[src/rtl/hll_ram.sv]
// ----------------------------------------------------------------------------
// HyperLogLog generic RAM
// Simple dual-port RAM: one write port, one read port with registered data.
// ----------------------------------------------------------------------------
module hll_ram #(
    parameter int DATA_W = 8,
    parameter int DEPTH  = 16
) (
    input  logic                     clk,
    input  logic                     we,
    input  logic [$clog2(DEPTH)-1:0] waddr,
    input  logic [DATA_W-1:0]        wdata,
    input  logic [$clog2(DEPTH)-1:0] raddr,
    output logic [DATA_W-1:0]        rdata
);

    logic [DATA_W-1:0] mem [DEPTH];

    always_ff @(posedge clk)
    begin
        if (we)
        begin
            mem[waddr] <= wdata;
        end
        rdata <= mem[raddr];
    end

endmodule

[config.mk]
export PLATFORM = sky130hd
export DESIGN_NAME = hll_ram
export DESIGN_NICKNAME = d
export VERILOG_FILES = /design/src/rtl/hll_ram.sv
export SDC_FILE = /design/constraint.sdc
export NUM_CORES = 1
export LEC_CHECK = 0
export BUFFER_PORTS_ARGS = -buffer_cell sky130_fd_sc_hd__buf_4
export CAP_MARGIN = 5
export CORE_MARGIN = 2
export CORE_UTILIZATION = 45
export CTS_BUF_LIST = sky130_fd_sc_hd__clkbuf_16
export DETAILED_ROUTE_END_ITERATION = 8
export GPL_TIMING_DRIVEN = 0
export RECOVER_POWER = 25
export SLEW_MARGIN = 25
export SYNTH_ARGS = -nofsm -noshare
export SYNTH_HDL_FRONTEND = slang
export SYNTH_SLANG_ARGS = --single-unit
[constraint.sdc]
create_clock -name clk -period 1.99 [get_ports clk]
set_input_delay 0.398 -clock clk [delete_from_list [all_inputs] [get_ports clk]]
set_output_delay 0.398 -clock clk [all_outputs]
set_load 0.02 [all_outputs]
==> flow_metrics.env, run 1 <==
export IMPL_cp_endpoint="mem[3][4]$_DFFE_PP_"
export IMPL_synth_flop_cell="edfxtp_1"
export IMPL_crit_start="waddr[2]"
export IMPL_end_kind="register"
export IMPL_finalWirelength_um=9850
export IMPL_port_buffers=24
export IMPL_hold_buffers=0
export IMPL_synthCells=229
export IMPL_grt_usage=0.1727
export IMPL_p_sw_mw=1.280
export IMPL_p_clk_frac=0.456
export IMPL_peakVddDrop_uv=406.5
export IMPL_grt_pass1_wl_um=14950
export IMPL_grt_max_degree=17
export IMPL_synth_edff_count=128
export IMPL_grt_ovfl_total=0
export IMPL_hold_slack_ps=356.7
export IMPL_min_path_cells=1
export IMPL_cts_buffer_depth=2
export IMPL_grt_antenna_before_repair=0
export IMPL_pwr_share_comb=0.052
export IMPL_reg2reg_to="rdata[0]$_DFF_P_"
export IMPL_start_util=0.4567
export IMPL_worst_slack_ps=299.9
export IMPL_synth_top_area_cell="edfxtp_1"
export IMPL_dpl_hpwl_um=6148
export IMPL_first_iter_violations=146
export IMPL_leakagePower_nw=2.036
export IMPL_viasPerCell=5.514
export IMPL_rrSetupSlack_ps=540
export IMPL_async_flop_share=0
export IMPL_ys_seq_elements=136
export IMPL_power_internal_mw=5.274
export IMPL_dp_slack_ps=-164.0
export IMPL_syn_area_sq_um=5147
export IMPL_die_area_sq_um=12310
export IMPL_io_pins=26
export IMPL_worstRegToRegCells=3
export IMPL_cts_tree="yes"
export IMPL_cts_made_buffers=17
export IMPL_hold_class="input pin to register"
export IMPL_fmax_mhz=591.7
export IMPL_drive_gt1_frac=0.2702
export IMPL_clockRootBuffer="clkbuf_16"
export IMPL_htreeDepth=4
export IMPL_seq_area_sq_um=4004
export IMPL_slew_headroom=0.4407
export IMPL_yosysWarnings=0
export IMPL_finalCritPeriodShare=0.8493
export IMPL_finalClockSkew_ps=4.454
export IMPL_vias=2360
export IMPL_seq_area_frac_synth=0.7778
export IMPL_rows=39
export IMPL_wl_per_cell_um=23.01
export IMPL_postCtsSetupRepairBufs=0
export IMPL_critPathKind="input pin to register"
export IMPL_p_seq_frac=0.492
export IMPL_synth_top_area_share=0.7467
export IMPL_startpoint_type="input pin"
export IMPL_clock_sinks=136
export IMPL_setup_violations=0
export IMPL_multi_input_area_sq_um=1077
export IMPL_die_x_um=111.0
export IMPL_synthesis_nets=247
export IMPL_worstPathArrival_ps=1720
export IMPL_period_minus_slack_ps=1690
export IMPL_first_pass_iters=4
export IMPL_synth_area_leaders="edfxtp_1 (75%), mux4_2 (7.9%), mux4_1 (7.1%)"
export IMPL_synth_cell_types=19
export IMPL_cp_max_fo=8
export IMPL_area_growth_pct=17.91
export IMPL_nFillCells=860
export IMPL_drt_antenna_violating_nets=0
export IMPL_fin_util=0.5385
export IMPL_powerDensity_nw_per_um2=1080
export IMPL_outcome="completed"
export IMPL_clkLatencyLatePin_ps=400
export IMPL_drc=0
export IMPL_cap_violations=0
export IMPL_regToRegStartpoint="mem[5][0]$_DFFE_PP_"
export IMPL_routabilityCongestion=0.7339
export IMPL_switching_share=0.1953
export IMPL_path_clk_slew_ps=50
export IMPL_hp_start="wdata[3]"
export IMPL_tightest_slew_ps=838.9
export IMPL_drv_slew=0
export IMPL_required_ps=2020
export IMPL_postCtsResizedCells=0
export IMPL_fin_nets=290
export IMPL_die_h_um=111.0
export IMPL_hold_violations=0
export IMPL_avgSynthCellArea_sq_um=22.48
export IMPL_antenna_cells=0
export IMPL_coreArea_sq_um=11270
export IMPL_grt_pass1_vias=2431
export IMPL_rsz0062_at_grt="false"
-- power by group through the flow --
| stage | registers [mW] | clock network, mW | logic [mW] |
|---|---|---|---|
| 3_3_place_gp | 3.27 | 0 | 0.342 |
| 6_report | 3.22 | 2.99 | 0.341 |
| 4_1_cts | 3.22 | 3.02 | 0.352 |
| 2_1_floorplan | 3.30 | 0 | 0.163 |
| 5_1_grt | 3.23 | 3.18 | 0.365 |
| 3_5_place_dp | 3.28 | 0 | 0.351 |
-- through the flow --
stage,area [sq um],total power [mW],TNS (ps),cells
2_1_floorplan,5147,3.462,0,229
3_3_place_gp,5507,3.615,-9967,396
3_5_place_dp,5527,3.629,-3330,396
4_1_cts,6096,6.597,0,428
5_1_grt,6070,6.767,0,428
6_report,6070,6.553,0,428
-- cells by family after synthesis --
logic type,after synthesis,share of synthesized area
simple gates,35,0.03184
buf+inv,10,0.01677
flops,136,0.7778
compound gates,16,0.02334
mux,32,0.1502
-- worst min path at each step --
stage	slack [ps]	end
6_report	360	mem[15][3]$_DFFE_PP_
3_5_place_dp	670	rdata[2]$_DFF_P_
2_1_floorplan	500	mem[0][0]$_DFFE_PP_
3_3_place_gp	660	rdata[2]$_DFF_P_
5_1_grt	360	mem[15][3]$_DFFE_PP_
4_1_cts	310	mem[11][2]$_DFFE_PP_
-- worst max-delay path, cell delays in order --
cell and delay, ps:
buf_4 120, or3b_2 530, nor2_1 660
-- layer usage --
layer / share of wire / GRT usage / vias to the layer above
met3: 0.050 / 0.03991 / 8
met2: 0.49 / 0.2683 / 69
met1: 0.45 / 0.2431 / 1223
met5: 0 / 0 / -
li1: - / - / 1060
met4: 0.0088 / 0.06250 / 0
-- sequential cells by signal, indices dropped and copies added, names as in the netlist --
register  count
mem         128
rdata         8
-- final cells by class --
cell class                      count  area share
Buffer                             10     0.01422
Clock buffer                       17     0.07009
Clock inverter                     15     0.02371
Multi-Input combinational cell     83      0.1775
Sequential cell                   136      0.6597
Tap cell                          143     0.02948
Timing Repair Buffer               24     0.02536
-- placed cells by master (no fill, tap or decap), types with 2 or more instances in the layout --
master	count
mux4_2	18
clkinv_2	7
nor3_2	4
clkinv_1	2
a22oi_1	16
clkbuf_16	17
dfxtp_1	8
inv_1	3
edfxtp_1	128
clkbuf_1	7
nand2b_1	2
nand3b_1	2
nor2_1	13
buf_2	3
mux4_1	14
buf_6	3
nand2_1	9
clkdlybuf4s25_2	3
bufinv_16	3
buf_4	18
-- cells in the mapped netlist (2+ instances only) --
library cell	instances
a22oi_1	16
buf_2	3
buf_6	3
clkdlybuf4s25_2	3
dfxtp_1	8
edfxtp_1	128
mux4_1	14
mux4_2	18
nand2_1	9
nand2b_1	2
nand3b_1	2
nor2_1	13
nor3_1	4
Note: power is estimated with default switching activity, not from simulation.
==> inputs of run 2 (changes only) <==
ABC_AREA = 1   (was unset)
clock period = 1.35 ns   (was 1.99 ns; I/O delays follow)
==> run 2 against run 1 <==
Compared with the run above:
- hold slack lost 130 ps
- power is 57% higher
- worst setup slack got worse by 280 ps
- cell area is 11% higher
- routed wire length up 36%
- sequential share of layout area decreased by 6.8 points
- highest routed layer unchanged
- combinational power rose by 91%
- critical path type unchanged
- critical endpoint is now mem[4][2]$_DFFE_PP_
- clock power increased by 65%
- critical path depth is the same
- largest power group is now the clock network
==> flow_metrics.env, run 2 <==
export IMPL_fin_util=0.5380
export IMPL_syn_area_sq_um=5767
export IMPL_nFillCells=1089
export IMPL_dr_max_layer_used="met4"
export IMPL_grt_ovfl_total=0
export IMPL_powerDensity_nw_per_um2=1527
export IMPL_worstPathArrival_ps=1370
export IMPL_rows=41
export IMPL_start_util=0.4588
export IMPL_finalClockSkew_ps=5.093
export IMPL_cts_made_buffers=17
export IMPL_port_buffers=22
export IMPL_path_cells="buf_4 -> nand3b_1 -> nor2_1"
export IMPL_layout_commonest_cell="nand2_1"
export IMPL_avgSynthCellArea_sq_um=10.47
export IMPL_die_x_um=117.2
export IMPL_drv_slew=0
export IMPL_clock_sinks=136
export IMPL_hp_start="wdata[5]"
export IMPL_top_register="mem"
export IMPL_required_ps=1390
export IMPL_grt_antenna_before_repair=0
export IMPL_stdcell_count=777
export IMPL_io_pins=26
export IMPL_grt_pass1_wl_um=20610
export IMPL_m1WireLength_um=5781
export IMPL_largestRegisters="mem x128, rdata x8"
export IMPL_critPathTopFamily="simple AND/OR/NAND/NOR gates"
export IMPL_viasPerCell=4.941
export IMPL_fmax_mhz=751.1
export IMPL_largest_reg_flops=128
export IMPL_end_kind="register"
export IMPL_regToRegStartpoint="mem[8][1]$_DFFE_PP_"
export IMPL_synth_flop_cell="edfxtp_1"
export IMPL_path_buf_inv=1
export IMPL_synth_cell_types=12
export IMPL_hold_buffers=0
export IMPL_leakagePower_nw=2.905
export IMPL_grt_pass1_vias=3596
export IMPL_wl_met3_um=1001
export IMPL_synth_area_leaders="edfxtp_1 (67%), nand2_1 (11%), nand3_1 (8.4%)"
export IMPL_routabilityCongestion=0.8975
export IMPL_synthesis_nets=569
export IMPL_seq_area_frac_synth=0.6943
export IMPL_synth_top_area_share=0.6665
export IMPL_dp_cells=745
export IMPL_outcome="completed"
export IMPL_die_h_um=117.2
export IMPL_htreeDepth=4
export IMPL_yosysWarnings=0
export IMPL_clockRootBuffer="clkbuf_16"
export IMPL_antenna_cells=0
export IMPL_route_met2_wl_um=6293
export IMPL_wl_per_cell_um=17.19
export IMPL_crit_slowest_cell="nor2_1"
export IMPL_synth_top_area_cell="edfxtp_1"
export IMPL_critPathKind="input pin to register"
export IMPL_first_iter_violations=376
export IMPL_area_growth_pct=17.25
export IMPL_finalWirelength_um=13360
export IMPL_hold_class="input pin to register"
export IMPL_hold_violations=0
export IMPL_slew_headroom=0.3894
export IMPL_period_minus_slack_ps=1331
export IMPL_drc=0
export IMPL_ys_seq_elements=136
export IMPL_tightest_slew_ps=915.9
export IMPL_async_flop_share=0
export IMPL_first_pass_iters=6
export IMPL_yosysMostFrequentCell="nand2_1"
export IMPL_vias=3839
export IMPL_cpPeakStageDelay_ps=710
export IMPL_finalCritPeriodShare=0.9862
export IMPL_grt_usage=0.2127
export IMPL_crit_start="waddr[3]"
export IMPL_coreArea_sq_um=12570
export IMPL_peakVddDrop_uv=972.0
export IMPL_dpl_hpwl_um=8810
export IMPL_cts_buffer_depth=2
export IMPL_path_clk_slew_ps=60
export IMPL_cts_tree="yes"
export IMPL_clkLatencyLatePin_ps=410
export IMPL_cp_max_fo=8
export IMPL_startpoint_type="input pin"
export IMPL_postCtsResizedCells=0
export IMPL_fin_nets=610
export IMPL_drt_antenna_violating_nets=0
export IMPL_grt_max_degree=17
export IMPL_synth_common_cells="nand2_1 (173), edfxtp_1 (128), inv_1 (100)"
export IMPL_setup_violations=0
export IMPL_layout_common_cells="nand2_1 (173), edfxtp_1 (128), inv_1 (100)"
export IMPL_synthCells=551
export IMPL_die_area_sq_um=13740
export IMPL_drive_gt1_frac=0.1190
export IMPL_postCtsSetupRepairBufs=0
export IMPL_rsz0062_at_grt="true"
export IMPL_cap_violations=0
export IMPL_synth_edff_count=128
-- run 2: changes by cell type after synthesis, sizes merged, moves of 16 or more --
| cell | delta |
|---|---|
| a22oi | -16 |
| buf | +17 |
| inv | +102 |
| mux4 | -32 |
| nand2 | +164 |
| nand3 | +96 |
-- run 2: cell type report --
type / count / area, sq um / area share
multi-input combinational: 289 / 1221 / 0.1806
inverter: 102 / 382.9 / 0.05662
tap: 172 / 215.2 / 0.03183
clock buffer: 17 / 425.4 / 0.06292
timing repair buffer: 22 / 138.9 / 0.02054
clock inverter: 15 / 207.7 / 0.03072
buffer: 24 / 166.4 / 0.02461
sequential: 136 / 4004 / 0.5922
-- run 2: path summary, 6_finish.rpt --
| path | endpoint | cells past startpoint | slack, ps |
|---|---|---|---|
| max | mem[4][2]$_DFFE_PP_ | 3 | 20 |
| min | mem[6][5]$_DFFE_PP_ | 1 | 230 |
| max reg2reg | rdata[1]$_DFF_P_ | 6 | 330 |
| min reg2reg | rdata[5]$_DFF_P_ | 6 | 670 |
-- run 2: cell families after synthesis --
logic type,synth area share
buffers and inverters,0.09525
DFF,0.6943
and+or+nand+nor,0.2105
-- run 2: power by group --
group	total, mW	leakage, nW	internal [mW]	switching (mW)
sequential	4.75	1.22	4.72	0.0247
combinational	0.653	1.38	0.199	0.454
clock	4.92	0.301	3.24	1.68
-- run 2: per-layer routing --
| metal | vias up | global-route usage |
|---|---|---|
| met2 | 155 | 0.3287 |
| met5 | - | 0 |
| met4 | 0 | 0.08157 |
| met1 | 1801 | 0.2954 |
| li1 | 1861 | - |
| met3 | 22 | 0.04840 |
-- run 2: stage by stage --
step / hold WS, ps / area (sq um) / worst slack [ps] / total power [mW] / TNS [ps]
global placement: 603.4 / 6147 / -428.4 / 5.484 / -35220
floorplan: 368.9 / 5767 / 129.2 / 5.198 / 0
finish: 227.1 / 6761 / 18.63 / 10.32 / 0
global route: 238.3 / 6761 / -29.04 / 10.61 / -549.2
CTS: 188.7 / 6780 / 19.61 / 10.37 / 0
detailed placement: 614.8 / 6147 / -411.4 / 5.493 / -36620
==> inputs of run 3 (changes only) <==
BUFFER_PORTS_ARGS = -buffer_cell sky130_fd_sc_hd__buf_2   (was -buffer_cell sky130_fd_sc_hd__buf_4)
SLEW_MARGIN = 20   (was 25)
==> run 3 against run 2 <==
Compared with the run above:
- the flow now finishes with violations (setup timing)
- first-iteration DRC count is 8.0% lower
- clock skew grew 1.7 ps
- power is 5.3% lower
- cell area decreased by 1.4%
- clock-buffer cell count is the same
- combinational power decreased by 1%
- sequential power barely moved
- critical path depth unchanged
- sequential share of layout area increased by 0.87 points
- die area unchanged
- non-clock buffer count is the same
- routed wire length increased by 3.8%
- largest cell class unchanged
- largest power group is now registers
==> flow_metrics.env, run 3 (synthesis results as in run 2) <==
export IMPL_outcome="finished, violations left"
export IMPL_violations="setup timing"
export IMPL_dr_max_layer_used="met4"
export IMPL_wl_met3_um=784
export IMPL_tightest_slew_ps=945.0
export IMPL_grt_pass1_vias=3638
export IMPL_hp_start="raddr[2]"
export IMPL_fmax_mhz=730.4
export IMPL_peakVddDrop_uv=870.3
export IMPL_hold_class="input pin to register"
export IMPL_clkLatencyLatePin_ps=420
export IMPL_finalWirelength_um=13870
export IMPL_grt_antenna_before_repair=0
export IMPL_slew_headroom=0.3677
export IMPL_die_area_sq_um=13740
export IMPL_largestRegisters="mem x128, rdata x8"
export IMPL_fin_area_sq_um=6664
export IMPL_routabilityCongestion=0.9276
export IMPL_grt_pass1_wl_um=21290
export IMPL_critPathKind="input pin to register"
export IMPL_drive_gt1_frac=0.1289
export IMPL_fin_nets=610
export IMPL_grt_ovfl_total=0
export IMPL_layout_commonest_cell="nand2_1"
export IMPL_path_buf_inv=1
export IMPL_io_pins=26
export IMPL_cts_tree="yes"
export IMPL_worst_slack_ps=-19.04
export IMPL_place_area_sq_um=6092
export IMPL_m1WireLength_um=6133
export IMPL_cpPeakStageDelay_ps=760
export IMPL_grt_max_degree=17
export IMPL_layout_common_cells="nand2_1 (173), edfxtp_1 (128), inv_1 (100)"
export IMPL_area_growth_pct=15.56
export IMPL_postCtsResizedCells=0
export IMPL_top_register="mem"
export IMPL_coreArea_sq_um=12570
export IMPL_powerDensity_nw_per_um2=1467
export IMPL_drt_antenna_violating_nets=0
export IMPL_hold_violations=0
export IMPL_antenna_cells=0
export IMPL_rsz0062_at_grt="true"
export IMPL_clockRootBuffer="clkbuf_16"
export IMPL_drv_slew=0
export IMPL_start_util=0.4588
export IMPL_postCtsSetupRepairBufs=0
export IMPL_path_clk_slew_ps=60
export IMPL_finalClockSkew_ps=6.804
export IMPL_period_minus_slack_ps=1369
export IMPL_crit_slowest_cell="nor2_1"
export IMPL_cts_made_buffers=17
export IMPL_setup_violations=16
export IMPL_clock_sinks=136
export IMPL_hold_buffers=0
export IMPL_nFillCells=1099
export IMPL_grt_usage=0.2209
export IMPL_die_x_um=117.2
export IMPL_cts_buffer_depth=2
export IMPL_dp_cells=745
export IMPL_first_iter_violations=346
export IMPL_htreeDepth=4
export IMPL_end_kind="register"
export IMPL_first_pass_iters=5
export IMPL_dpl_hpwl_um=8849
export IMPL_required_ps=1390
export IMPL_wl_per_cell_um=17.85
export IMPL_port_buffers=22
export IMPL_stdcell_count=777
export IMPL_cap_violations=0
export IMPL_vias=3849
export IMPL_largest_reg_flops=128
export IMPL_finalCritPeriodShare=1.014
export IMPL_crit_start="waddr[3]"
export IMPL_startpoint_type="input pin"
export IMPL_path_cells="buf_2 -> nand3b_1 -> nor2_1"
export IMPL_fin_util=0.5302
export IMPL_worstPathArrival_ps=1400
export IMPL_drc=0
export IMPL_leakagePower_nw=2.869
export IMPL_hold_slack_ps=292.7
export IMPL_die_h_um=117.2
export IMPL_regToRegStartpoint="mem[0][7]$_DFFE_PP_"
export IMPL_critPathTopFamily="simple AND/OR/NAND/NOR gates"
export IMPL_route_met2_wl_um=6588
export IMPL_cp_max_fo=8
export IMPL_rows=41
export IMPL_viasPerCell=4.954
[run 3: stage by stage]
| stage | worst slack, ps | power, mW | TNS [ps] |
|---|---|---|---|
| 2_1_floorplan | 129.2 | 5.198 | 0 |
| 3_3_place_gp | -396.0 | 5.457 | -35670 |
| 3_5_place_dp | -439.7 | 5.469 | -38700 |
| 4_1_cts | -7.439 | 9.787 | -34.60 |
| 5_1_grt | -68.51 | 10.04 | -1367 |
| 6_report | -19.04 | 9.778 | -147.8 |
[run 3: tightest hold or removal path, delay by kind of cell]
family / cells / cell delay [ps]
buf+inv: 1 / 150
simple gates: 3 / 240
[run 3: final cells by class]
type	instances	area, sq um	share of cell area
Sequential cell	136	4004	0.6008
Multi-Input combinational cell	289	1229	0.1844
Timing Repair Buffer	22	105.1	0.01577
Clock inverter	15	136.4	0.02047
Buffer	24	166.4	0.02497
Clock buffer	17	425.4	0.06384
Inverter	102	382.9	0.05745
Tap cell	172	215.2	0.03229
[run 3: worst paths after layout]
kind	to	slack, ps	cells past startpoint
setup / recovery	mem[7][2]$_DFFE_PP_	-20	3
hold / removal	rdata[1]$_DFF_P_	290	4
setup reg to reg	rdata[7]$_DFF_P_	320	6
hold reg to reg	rdata[5]$_DFF_P_	700	6
[run 3: layer usage]
metal / vias up / GRT usage
li1: 1863 / -
met1: 1830 / 0.3059
met2: 131 / 0.3471
met3: 25 / 0.04119
met4: 0 / 0.08863
met5: - / 0
[run 3: report_power, final]
group	internal, mW	switching, mW	total, mW
sequential	4.72	0.0218	4.74
combinational	0.180	0.464	0.644
clock	2.68	1.71	4.39
total	7.58	2.20	9.78
